[src/sv/pidf_pkg.sv]
// ----------------------------------------------------------------------------
// Packet ID duplicate filter package
// Shared types and constants for the run-list cells and the top level.
// ----------------------------------------------------------------------------
package pidf_pkg;

  localparam int unsigned IdW  = 16;
  localparam int unsigned LenW = 16;

  typedef enum logic [1:0] {
    ST_IDLE,
    ST_CMP,
    ST_UPD
  } pidf_state_e;

  typedef enum logic [2:0] {
    OP_NONE,
    OP_LOW,
    OP_HIGH,
    OP_MERGE,
    OP_INSERT
  } pidf_op_e;

  typedef struct packed {
    pidf_op_e         op;
    logic [IdW-1:0]   id;
  } pidf_cmd_t;

  typedef struct packed {
    logic le;
    logic is_p;
    logic is_q;
    logic dup;
    logic lo;
    logic hi;
  } pidf_flags_t;

endpackage

[src/sv/pidf_cell.sv]
// ----------------------------------------------------------------------------
// Run-list cell
// Holds one run of seen identifiers, compares it against the request and
// loads from itself, a neighbor or the identifier in the update cycle.
// ----------------------------------------------------------------------------
module pidf_cell (
  input  logic                          clk_i,
  input  logic                          cmp_en_i,
  input  logic                          upd_en_i,
  input  pidf_pkg::pidf_cmd_t           cmd_i,
  input  logic                          valid_i,
  input  logic                          prev_le_i,
  input  logic                          next_le_i,
  input  logic                          prev_le_q_i,
  input  logic [pidf_pkg::IdW-1:0]      prev_start_i,
  input  logic [pidf_pkg::LenW-1:0]     prev_len_i,
  input  logic [pidf_pkg::IdW-1:0]      next_start_i,
  input  logic [pidf_pkg::LenW-1:0]     next_len_i,
  output logic                          le_o,
  output pidf_pkg::pidf_flags_t         flags_o,
  output logic [pidf_pkg::IdW-1:0]      start_o,
  output logic [pidf_pkg::LenW-1:0]     len_o
);

  logic [pidf_pkg::IdW-1:0]  start_q, start_d;
  logic [pidf_pkg::LenW-1:0] len_q, len_d;
  pidf_pkg::pidf_flags_t     flags_q, flags_d;
  logic [pidf_pkg::IdW:0]    run_end;
  logic [pidf_pkg::IdW:0]    id_ext;

  assign run_end = {1'b0, start_q} + {1'b0, len_q};
  assign id_ext  = {1'b0, cmd_i.id};
  assign le_o    = valid_i && (start_q <= cmd_i.id);

  always_comb begin
    flags_d.le   = le_o;
    flags_d.is_p = le_o && !next_le_i;
    flags_d.is_q = valid_i && !le_o && prev_le_i;
    flags_d.dup  = flags_d.is_p && (id_ext <= run_end);
    flags_d.lo   = flags_d.is_p && ((run_end + 17'd1) == id_ext);
    flags_d.hi   = flags_d.is_q && ({1'b0, start_q} == (id_ext + 17'd1));
  end

  always_comb begin
    start_d = start_q;
    len_d   = len_q;
    case (cmd_i.op)
      pidf_pkg::OP_LOW: begin
        if (flags_q.is_p) begin
          len_d = len_q + 16'd1;
        end
      end
      pidf_pkg::OP_HIGH: begin
        if (flags_q.is_q) begin
          start_d = cmd_i.id;
          len_d   = len_q + 16'd1;
        end
      end
      pidf_pkg::OP_MERGE: begin
        if (flags_q.is_p) begin
          len_d = len_q + next_len_i + 16'd2;
        end else if (!flags_q.le) begin
          start_d = next_start_i;
          len_d   = next_len_i;
        end
      end
      pidf_pkg::OP_INSERT: begin
        if (!flags_q.le) begin
          if (prev_le_q_i) begin
            start_d = cmd_i.id;
            len_d   = '0;
          end else begin
            start_d = prev_start_i;
            len_d   = prev_len_i;
          end
        end
      end
      default: begin
        start_d = start_q;
        len_d   = len_q;
      end
    endcase
  end

  always_ff @(posedge clk_i) begin
    if (cmp_en_i) begin
      flags_q <= flags_d;
    end
    if (upd_en_i) begin
      start_q <= start_d;
      len_q   <= len_d;
    end
  end

  assign flags_o = flags_q;
  assign start_o = start_q;
  assign len_o   = len_q;

endmodule

[config.mk]
export PLATFORM = sky130hd
export DESIGN_NAME = pidf_cell
export DESIGN_NICKNAME = d
export VERILOG_FILES = /design/src/sv/pidf_pkg.sv /design/src/sv/pidf_cell.sv
export SDC_FILE = /design/constraint.sdc
export NUM_CORES = 1
export LEC_CHECK = 0
export BUFFER_PORTS_ARGS = -buffer_cell sky130_fd_sc_hd__buf_4
export CELL_PAD_IN_SITES_DETAIL_PLACEMENT = 1
export CELL_PAD_IN_SITES_GLOBAL_PLACEMENT = 2
export CORE_AREA = 4 4 132 134
export CTS_BUF_LIST = sky130_fd_sc_hd__clkbuf_4
export DETAILED_ROUTE_END_ITERATION = 10
export DIE_AREA = 0 0 136 138
export PLACE_DENSITY = 0.93
export SLEW_MARGIN = 20
export SYNTH_ARGS = -nofsm -noshare
export SYNTH_HDL_FRONTEND = slang
export SYNTH_SLANG_ARGS = --single-unit
[constraint.sdc]
create_clock -name clk_i -period 10.7 [get_ports clk_i]
set_clock_uncertainty 0.15 [all_clocks]
set_input_delay 1.07 -clock clk_i [delete_from_list [all_inputs] [get_ports clk_i]]
set_output_delay 1.07 -clock clk_i [all_outputs]
set_load 0.03 [all_outputs]
==> results by stage, run 1 <==
Critical path:
- The data arrival time of the critical path is around 4.7 ns.
- STA puts the critical path data required time at 10.77 ns.
- The kind of end point of the critical path is a flip-flop.
- STA classifies the critical path startpoint as a flip-flop.
- The maximum fanout encountered on the critical timing path is 6.
- The critical path is of the reg -> reg type.

Drt:
- After the first detailed-routing iteration, the DRC count stood at about 240.
- The detail route stage leaves a number of antenna-violating nets equal to 0.
- Dividing the detail-routed via count by the number of cells gives 5.53.
- The iteration count of the initial detailed-routing pass is 5.
- After detailed routing, the number of remaining DRC violations is 0.
- The final layout contains routed wiring with a total length of 19400 microns.
- The detailed-route via count is 5685.
- The detailed-route wire length per cell is 18.8 microns.

GRT:
- The number of global-route vias before repair is roughly 5900.
- The global-route wire length before repair is 30900 microns.
- Entering global routing, the biggest net connects 33 pins.
- The number of antenna violations at the first check in global routing came to 1.
- The all-layer global routing usage is 20.5%.
- The remaining global-route overflow is 0.

Floorplan:
- The total area inside the core boundary comes to roughly 0.016 sq mm.
- For this configuration, the core starts out at a cell density of 34.5%.
- The floorplan has 47 rows.
- 129 I/O pins were placed.
- The chip width is 136 microns.
- The floorplan step defined a die boundary enclosing 0.0188 sq mm.
- From bottom edge to top edge, the die measures 138 microns.

Placement:
- The placed instances occupy a cell area of 0.00682 sq mm.
- The half-perimeter wire length after placement is between 15000 and 20000 microns.
- At the end of routability-driven placement, the weighted congestion stood at 0.882.
- The quantity of I/O buffers inserted on ports is 128.

Logic synthesis:
- In this run, synthesis produced a sequential element count of 38.
- The area share of the largest cell type after synthesis is 20.3%.
- The number of standard cells after synthesis is 688.
- In the synthesized netlist the dominant register cell turns out to be edfxtp_1.
- The netlist uses 67 different library cells.
- The mapped netlist covers 0.00563 sq mm.
- After synthesis, the share of flip-flops with an asynchronous set or reset is 0%.
- The average instance area after synthesis is 8.18 sq um.
- The synthesized design contains 38 enable-type register cells.
- Sorting the synthesized cells by area gives the leading types as edfxtp_1 20%, ha_1 18%, xnor2_1 8.7%.
- For this run, the register share of the synthesized area comes to slightly above 20%.
- Yosys printed 0 warnings.
- The net count after synthesis is 860.
- The biggest area contributor in the post-synthesis netlist is edfxtp_1.

Timing:
- For the final routed database, the setup TNS stands at 0 ns.
- The time the final worst path needs with I/O delays and setup is around 4.7 ns.
- The worst-case headroom to the max-slew limit is approximately a third.
- Setup repair after global routing left no endpoint under its margin.
- The total of endpoints with negative setup slack in the final report is 0.
- At the pin with the least slew margin, the transition time is 0.976 ns.
- Timing would allow up to 215 MHz.
- Dividing the final minimum period by the clock period gives between 40% and 50%.
- The final-report max-slew violation count came to 0.
- The count of endpoints failing hold in the final timing report is 0.

Clocking:
- The insertion delay to the later sink of the worst-skew pair is 0.38 ns.
- The post-CTS clock slew at the launch and capture registers of the worst setup and hold paths is 0.13 ns.
- The root buffer cell is clkbuf_4.
- After clock tree synthesis, the flow added hold-fix buffers numbering 0.
- The maximum clock path buffer count is 2.
- The number of buffers inserted during clock tree synthesis is 5.
- The clock tree from TritonCTS is yes.
- The number of gates resized after CTS was 0.
- In this run the post-CTS setup repair buffer count came out at 0.
- The clock drives 38 sinks.
- The number of levels in the clock H-tree is 2.

Run status:
- The run finished with clean final reports.

Power:
- Net switching is between 30% and 40% of the power.
- The worst-case IR drop observed on VDD is 44.0 uV.
- The fraction of power consumed by combinational cells is 48.4%.
- The power density over the cells is 88.5 mW/mm^2.
- The internal portion of total power is 377 uW.
- The share of total power dissipated in the clock network is between 20% and 30%.
- The sequential power share is 30.5%.
- The analysis attributes to net switching a power of 236 uW.
- In this run the static leakage power is 3.08 nW.

Layout:
- The net count of the finished layout is 978.
- The synthesis-to-finish area growth is 23.1%.
- The area of all placed cells without fillers is between 0.006 and 0.007 sq mm.
- The share of post-route cells with drive strength above 1 is 19.5%.
- The flip-flop and latch area is 0.00114 sq mm.
- Counting the fill cells in the layout gives around 2000.
- Summing all multi-input logic gate instances after layout gives 0.00422 sq mm.

Min path:
- The tightest min-delay check is of the reg -> reg type.

Flow run:
- The number of violations of the max-capacitance limit is 0.
==> sequential cells by signal, summed over array words and instances, names as in the netlist <==
register / count
flags_o: 6
len_o: 16
start_o: 16
==> synthesized netlist by cell type (all sizes together), types with 5 or more instances <==
cell	count
inv	50
xnor2	56
o21a	7
nand3	29
a22oi	26
a21o	12
nor2	42
mux2i	9
clkbuf	21
nand4	12
nand2	65
nand2b	8
nor3	17
edfxtp	38
nor3b	5
o21ai	40
ha	80
o31ai	5
and2	6
nor2b	11
xor2	19
nor4	8
or2	5
a21oi	39
a221oi	7
and3	11
==> stage by stage <==
step                cells  hold slack (ns)  utilization (%)  power [mW]  worst slack [ns]
floorplan             688            0.728                -       0.387              6.38
finish               1028            0.693             42.5       0.613              6.05
global route         1028            0.758             42.5       0.661              5.68
global placement     1019            0.646             41.9       0.479              6.20
CTS                  1027            0.688             42.5       0.619              6.03
detailed placement   1019            0.655             41.9       0.487              6.08
==> layout by cell type, fill, tap and decap left out, types with 3 or more instances in the layout <==
cell / instances
a21o_1: 12
a21oi_1: 39
a221oi_1: 6
a222oi_1: 4
a22oi_1: 26
a31oi_1: 4
and2_1: 5
and3_1: 10
and4_1: 4
buf_4: 133
clkbuf_4: 5
edfxtp_1: 38
ha_1: 80
inv_1: 50
mux2i_1: 9
nand2_1: 65
nand2b_1: 7
nand3_1: 29
nand3b_1: 3
nand4_1: 12
nor2_1: 41
nor2b_1: 10
nor3_1: 17
nor3b_1: 4
nor4_1: 7
o2111ai_1: 3
o21a_1: 7
o21ai_0: 38
o31ai_1: 5
or2_2: 4
or3_1: 4
or4_1: 3
xnor2_1: 56
xor2_1: 19
==> metal layers <==
metal | vias up | wire length [microns] | global-route usage, %
li1 | 2779 | - | -
met1 | 2779 | 9090 | 27.8
met2 | 107 | 9320 | 35.0
met3 | 20 | 668 | 2.62
met4 | 0 | 283 | 4.46
met5 | - | 0 | 0
==> kinds of logic (layout without fill, tap and decap cells) <==
| family | after synthesis | in the layout | synth area share (%) |
|---|---|---|---|
| simple gates | 239 | 239 | 22.2 |
| compound gates | 170 | 170 | 20.1 |
| fa+ha+maj | 82 | 82 | 18.5 |
| xor+xnor | 76 | 76 | 12.1 |
| buf+inv | 72 | 191 | 4.80 |
| flops | 38 | 38 | 20.3 |
| mux | 11 | 11 | 2.07 |
| other cells | 0 | 1 | 0 |
==> path summary, 6_finish.rpt <==
kind         startpoint         end  slack, ns  cells after the start
min reg2reg    len_o[1]    len_o[1]       0.69                      3
max reg2reg    len_o[0]  flags_o[1]       6.05                     14
min            len_o[1]    len_o[1]       0.69                      3
max            len_o[0]  flags_o[1]       6.05                     14
==> area by class of cell <==
| cell class | count | area share [%] |
|---|---|---|
| well taps | 220 | 3.97 |
| clock buffers | 5 | 0.542 |
| multi-input cells | 578 | 60.9 |
| flip-flops and latches | 38 | 16.5 |
| repair buffers | 133 | 14.4 |
| diodes | 1 | 0.0361 |
| inverters | 50 | 2.71 |
| clock inverters | 3 | 0.921 |
==> power by group through the flow <==
stage	logic [mW]	clock network, mW	registers (mW)
after floorplan	0.189	0	0.198
after global placement	0.288	0	0.190
after detailed placement	0.296	0	0.191
after CTS	0.298	0.133	0.187
after global routing	0.333	0.140	0.188
final	0.297	0.129	0.187
==> critical path: stages, from the launching register on <==
cell       delay, ns
edfxtp_1        0.53
ha_1            0.27
inv_1           0.08
fa_1            0.43
inv_1           0.10
ha_1            0.20
o2111ai_1       0.13
a2111o_1        0.41
nor3_1          0.48
nand4_1         0.29
or4_1           0.56
xnor2_1         0.18
nor4_1          0.18
o21ai_0         0.18
a221oi_2        0.32
Note: power is estimated with default switching activity, not from simulation.
==> run 2: changes to the inputs <==
CORE_AREA = 4 4 136 138   (was 4 4 132 134)
DIE_AREA = 0 0 140 142   (was 0 0 136 138)
PLACE_DENSITY = 0.89   (was 0.93)
clock period = 4.8 ns   (was 10.7 ns; I/O delays follow)
==> run 2 against run 1 <==
Effect of this change:
- die area is 5.9% higher
- clock power is 46% higher
- final cell count is 0.88% higher
- total power is 110% higher
- final area is 0.16% lower
- critical path depth is 1 lower
- count of clock-buffer cells in the layout is 1 higher
- critical path type unchanged
- highest routed layer unchanged
==> results by stage, run 2 (synthesis results as in run 1) <==
Run status:
- The flow ran to the end, and the final reports show no timing, DRC or antenna violations.

Power:
- The peak supply drop is 80.5 uV (+83%).
- The power density over the cells is 184 mW/mm^2 (+110%).
- The overall power of the completed layout came to 1.27 mW (+110%).
- The leakage power figure is 3.09 nW (about the same).

Clocking:
- The number of setup buffers added after CTS is 0 (unchanged).
- The root buffer cell is clkbuf_4.
- The insertion delay to the later sink of the worst-skew pair is 0.40 ns (+0.02 ns).
- The number of buffers inserted during clock tree synthesis came to 5 (unchanged).
- The maximum clock path buffer count was 2 (unchanged).
- The post-CTS clock slew at the launch and capture registers of the worst setup and hold paths came to 0.13 ns (about the same).
- The clock tree from TritonCTS is yes.
- The count of clock tree sinks is 38 (unchanged).
- The number of levels in the clock H-tree was 2 (unchanged).
- The number of gates resized after CTS is 0 (unchanged).
- The number of buffers added to fix hold violations after cts is 0 (unchanged).

Layout:
- The number of fill cells was 2153 (+5.7%).
- The flip-flop and latch area is 0.00114 sq mm (unchanged).
- The library cell used most frequently in the layout, excluding fill and tap cells, is buf_4.
- The number of non-filler instances in the completed layout is 1037 (+0.88%).
- The area taken by multi-input logic gates came to 0.00422 sq mm (unchanged).
- The net count of the finished layout is 982 (+0.41%).
- The final core utilization is 40.3% (-2.3 points).
- The top cell types in the final layout, fill and taps aside, are 137 x buf_4, 80 x ha_1, 65 x nand2_1.
- Relative to the synthesized area, the layout overhead comes to 22.9%.
- The share of post-route cells with drive strength above 1 is 19.9% (+0.40 points).
- The area of all placed cells without fillers is 0.00691 sq mm (-0.16%).

Critical path:
- The data arrival time of the critical path is 4.49 ns (-0.23 ns).
- The kind of critical path is reg -> reg.
- The sort of element at the start of the critical path is a flip-flop.
- The critical path required time is 4.89 ns (-5.88 ns).
- The maximum fanout encountered on the critical timing path was 6 (unchanged).
- The kind of end point of the critical path is a flip-flop.

Timing:
- The time the final worst path needs with I/O delays and setup was 4.40 ns (-0.254 ns).
- The total negative setup slack is 0 ns (unchanged).
- The achievable clock frequency is 227 MHz (+5.8%).
- The count of endpoints failing hold in the final timing report is 0 (unchanged).
- The final-report max-slew violation count is 0 (unchanged).
- The fraction of the cycle the final worst path needs was 91.6% (+48 points).
- The transition time of the tightest slew-check pin is 0.938 ns (-0.0380 ns).
- The worst-case headroom to the max-slew limit came to 37.4% (+2.5 points).
- The total of endpoints with negative setup slack in the final report is 0 (unchanged).
- Setup repair after global routing left no endpoint under its margin.

GRT:
- The number of antenna violations at the first check in global routing was 1 (unchanged).
- The remaining global-route overflow is 0 (unchanged).
- The all-layer global routing usage is 19.1% (-1.4 points).
- The global-route wire length before repair is 30800 microns (-0.49%).
- The number of global-route vias before repair is 5956 (+0.61%).
- The maximum number of pins on one net before global-route repair came to 33 (unchanged).

Floorplan:
- The core region area is 0.0172 sq mm (+5.4%).
- The initial core utilization is 32.8% (-1.8 points).
- The chip width came to 140 microns (+2.9%).
- The total I/O pin count was 129 (unchanged).
- The height of the die was 142 microns (+2.9%).
- The floorplan row count came to 48 (+2.1%).
- The die footprint came to 0.0199 sq mm (+5.9%).

Drt:
- The routed via count divided by cell count came to 5.41 (-2.2%).
- The post-detailed-route DRC marker count is 0 (unchanged).
- The detailed-route via count is 5610 (-1.3%).
- The iteration count of the initial detailed-routing pass was 5 (unchanged).
- The final antenna-violating net count is 0 (unchanged).
- The DRC marker count from the first detailed-route iteration was 206 (-13%).
- The detailed-route wire length per cell came to 18.7 microns (-0.87%).
- The total routed wirelength is 19400 microns (about the same).

Placement:
- The total cell area at the placement stage was 0.00686 sq mm (+0.53%).
- The quantity of I/O buffers inserted on ports is 128 (unchanged).
- The final RePlAce weighted congestion is 0.830 (-5.8%).
- The count of placed standard cells including taps is 1028 (+0.88%).
- The half-perimeter wire length after placement is 16200 microns (+0.83%).

Min path:
- The path class of the tightest hold or removal check is in -> reg.

Flow run:
- The number of violations of the max-capacitance limit was 0 (unchanged).
-- run 2: through the flow --
| stage | hold slack, ns | setup WS, ns |
|---|---|---|
| after global routing | 0.175 | 0.210 |
| after floorplan | 0.442 | 0.478 |
| after detailed placement | 0.616 | 0.418 |
| final | 0.189 | 0.401 |
| after global placement | 0.618 | 0.543 |
| after CTS | 0.156 | 0.407 |
-- run 2: layer usage --
layer / routed length [microns] / part of all wire, % / GRT usage [%] / vias up
met2: 9000 / 47 / 32.8 / 110
met1: 9440 / 49 / 25.8 / 2705
met4: 292 / 1.5 / 4.95 / 0
met3: 615 / 3.2 / 2.28 / 16
met5: 0 / 0 / 0 / -
li1: - / - / - / 2779
-- run 2: layout make-up --
cell class	count	area share [%]
Multi-Input combinational cell	578	61.0
Tap cell	225	4.07
Clock buffer	6	0.651
Sequential cell	38	16.5
Antenna cell	1	0.0362
Inverter	50	2.71
Timing Repair Buffer	137	14.9
Clock inverter	2	0.127
-- run 2: critical path, stage by stage, from the launching register on --
cell and delay [ns]:
edfxtp_1 0.48, ha_1 0.24, inv_1 0.07, fa_1 0.41, nand2b_2 0.23, a21o_1 0.18
a211o_1 0.33, and3_4 0.19, nor4_4 0.27, or4b_4 0.53, or4b_4 0.50, mux2_4 0.30
a21o_1 0.16, a221oi_2 0.22
-- run 2: path summary, 6_finish.rpt --
kind / start / to / cells past startpoint / slack [ns]
hold reg to reg: len_o[1] / len_o[1] / 3 / 0.69
hold / removal: cmp_en_i / flags_o[4] / 1 / 0.19
setup reg to reg: len_o[0] / flags_o[1] / 13 / 0.40
setup / recovery: len_o[0] / flags_o[1] / 13 / 0.40
-- run 2: where the power goes --
| part | internal, mW | switching (mW) |
|---|---|---|
| registers | 0.389 | 0.0251 |
| clock network | 0.0607 | 0.128 |
| logic | 0.295 | 0.373 |
| total | 0.744 | 0.526 |
==> run 3: changes to the inputs <==
CORE_AREA = 4 4 145 147   (was 4 4 136 138)
CTS_BUF_LIST = sky130_fd_sc_hd__clkbuf_4 sky130_fd_sc_hd__clkbuf_8 sky130_fd_sc_hd__clkbuf_16   (was sky130_fd_sc_hd__clkbuf_4)
DIE_AREA = 0 0 149 151   (was 0 0 140 142)
PLACE_DENSITY = 0.83   (was 0.89)
clock period = 3.8 ns   (was 4.8 ns; I/O delays follow)
==> run 3 against run 2 <==
Effect of this change:
- the flow now finishes with violations (negative setup slack)
- final area is 12% higher
- routed wire length is 6.1% higher
- die area is 13% higher
- setup slack worse by 0.56 ns
- clock power is 130% higher
- total power is 51% higher
- sequential power is 23% higher
- flip-flop and latch count stayed put
- count of clock-buffer cells in the layout is 1 lower
- utilization is 1.5 points lower
- critical path type unchanged
- highest routed layer unchanged
==> results by stage, run 3 (synthesis results as in run 1) <==
Run status:
- The flow ran to the end, but the final reports show violations.
- The checks that failed: negative setup slack.

Power:
- The switching power was 729 uW (+39%).
- The relative contribution of the clock network to total power is 22.4% (+7.6 points).
- The sequential power share is 26.5% (-6.1 points).
- The switching share of power is 38.0% (-3.4 points).
- The overall power of the completed layout is 1.92 mW (+51%).
- The fraction of power consumed by combinational cells came to 51.1% (-1.5 points).
- The power density over the cells came to 249 mW/mm^2 (+35%).
- The peak supply drop is 138 uV (+72%).
- The leakage power figure is 3.48 nW (+13%).
- The internal portion of total power is 1.19 mW (+60%).

Clocking:
- In this run the clock root is driven by a clkbuf_16.
- The maximum clock path buffer count is 2 (unchanged).
- TritonCTS built the clock tree.
- The post-CTS clock slew at the launch and capture registers of the worst setup and hold paths is 0.06 ns (-0.07 ns).
- The insertion delay to the later sink of the worst-skew pair is 0.30 ns (-0.10 ns).
- The number of levels in the clock H-tree is 2 (unchanged).
- The number of buffers added to fix hold violations after cts came to 0 (unchanged).
- The number of buffers inserted during clock tree synthesis is 5 (unchanged).
- The count of clock tree sinks is 38 (unchanged).

Critical path:
- The maximum fanout encountered on the critical timing path is 3 (-3).
- The kind of end point of the critical path is a flip-flop.
- The data arrival time of the critical path is 3.94 ns (-0.55 ns).
- The kind of critical path is reg -> reg.
- The number of cells traversed by the worst register-to-register path came to 13 (unchanged).
- The sort of element at the start of the critical path is a flip-flop.
- The critical path required time is 3.78 ns (-1.11 ns).

Floorplan:
- The initial core utilization is 28.3% (-4.5 points).
- The floorplan row count is 52 (+8.3%).
- The die footprint came to 0.0225 sq mm (+13%).
- The chip width is 149 microns (+6.4%).
- The height of the die is 151 microns (+6.3%).
- The total I/O pin count is 129 (unchanged).
- The core region area is 0.0199 sq mm (+16%).

Layout:
- In the layout the commonest cells are 205 x buf_4, 78 x ha_1, 64 x nand2_1.
- The share of post-route cells with drive strength above 1 is 29.3% (+9.5 points).
- The synthesis-to-finish area growth is 37.3%.
- The net count of the finished layout is 1051 (+7.0%).
- The number of diodes added for antenna fixing is 0 (-1).
- The area of all placed cells without fillers is 0.00772 sq mm (+12%).
- The number of fill cells is 2441 (+13%).
- The library cell used most frequently in the layout, excluding fill and tap cells, is buf_4.

Timing:
- The time the final worst path needs with I/O delays and setup is 3.96 ns (-0.438 ns).
- Setup repair after global routing could not meet its margin everywhere.
- The total of endpoints with negative setup slack in the final report was 1 (+1).
- The worst path setup slack after routing is -0.161 ns (-0.562 ns).
- The fraction of the cycle the final worst path needs came to 104% (+13 points).
- The final-report max-slew violation count is 0 (unchanged).
- The count of endpoints failing hold in the final timing report is 0 (unchanged).
- The worst-case headroom to the max-slew limit is 58.8% (+21 points).
- The achievable clock frequency is 252 MHz (+11%).
- The transition time of the tightest slew-check pin came to 0.602 ns (-0.336 ns).
- The worst hold-check slack is 0.200 ns (+0.0115 ns).

GRT:
- The number of antenna violations at the first check in global routing came to 0 (-1).
- The global-route wire length before repair is 32100 microns (+4.2%).
- The maximum number of pins on one net before global-route repair came to 33 (unchanged).
- The all-layer global routing usage is 18.0% (-1.1 points).
- The number of global-route vias before repair is 6170 (+3.6%).
- The remaining global-route overflow is 0 (unchanged).

Min path:
- The worst hold path belongs to the class in -> reg.
- The number of cells on the worst hold path came to 1 (unchanged).

Drt:
- The detailed-route wire length per cell is 17.9 microns (-4.4%).
- The detailed-route via count is 5872 (+4.7%).
- The final antenna-violating net count came to 0 (unchanged).
- The routed via count divided by cell count is 5.11 (-5.6%).
- The total routed wirelength is 20500 microns (+6.1%).
- The post-detailed-route DRC marker count is 0 (unchanged).
- The iteration count of the initial detailed-routing pass is 4 (-1).
- The DRC marker count from the first detailed-route iteration is 274 (+33%).

Placement:
- The worst setup slack after placement is -0.0780 ns (-0.496 ns).
- The quantity of I/O buffers inserted on ports came to 128 (unchanged).
- The final RePlAce weighted congestion is 0.830 (about the same).
- The total cell area at the placement stage is 0.00740 sq mm (+7.9%).
- The half-perimeter wire length after placement came to 17300 microns (+7.0%).

Flow run:
- The number of violations of the max-capacitance limit came to 0 (unchanged).
run 3: worst paths after layout:
kind	start	end	slack (ns)
worst max-delay path	start_o[0]	flags_o[1]	-0.16
worst min-delay path	cmp_en_i	flags_o[2]	0.20
worst max register to register	start_o[0]	flags_o[1]	-0.16
worst min register to register	len_o[5]	len_o[5]	0.68
run 3: stage by stage:
step	cells	TNS (ns)	util, %
after floorplan	688	-0.327	-
after global placement	1135	-0.0405	37.2
after detailed placement	1135	-0.0780	37.2
after CTS	1144	-0.0716	38.0
after global routing	1150	-0.535	38.8
final	1150	-0.161	38.8
run 3: timing repair:
action                                  in CTS  in global routing
gates resized for setup                      4                 28
pin swaps                                    2                 15
buffers inserted                             1                  6
endpoints found under the setup margin       2                  4
run 3: area by class of cell:
cell class	instances	area, sq um	area share [%]
Timing Repair Buffer	206	1550	20.1
Multi-Input combinational cell	578	4360	56.4
Clock buffer	5	125	1.62
Clock inverter	3	21.3	0.275
Inverter	50	188	2.43
Tap cell	270	338	4.38
Sequential cell	38	1140	14.8
run 3: layer usage:
layer	global-route usage (%)	wire, microns
met4	3.84	245
met1	24.1	9510
met3	2.81	855
met2	30.7	9920
met5	0	0
run 3: critical path, cell delays in order (launching register included):
cell and delay, ns:
edfxtp_1 0.39, ha_2 0.21, inv_2 0.04, fa_2 0.38, nand2b_4 0.16, a21o_1 0.18
a211o_1 0.27, and3_4 0.17, nor4_4 0.14, or4b_4 0.50, or4b_4 0.53, mux2_4 0.30
a21o_1 0.16, a221oi_2 0.21
run 3: power by group through the flow:
stage / combinational, mW / clock (mW) / sequential (mW)
floorplan: 0.537 / 0 / 0.558
global placement: 0.919 / 0 / 0.517
detailed placement: 0.938 / 0 / 0.519
CTS: 0.947 / 0.441 / 0.510
global route: 1.09 / 0.465 / 0.512
finish: 0.981 / 0.429 / 0.509
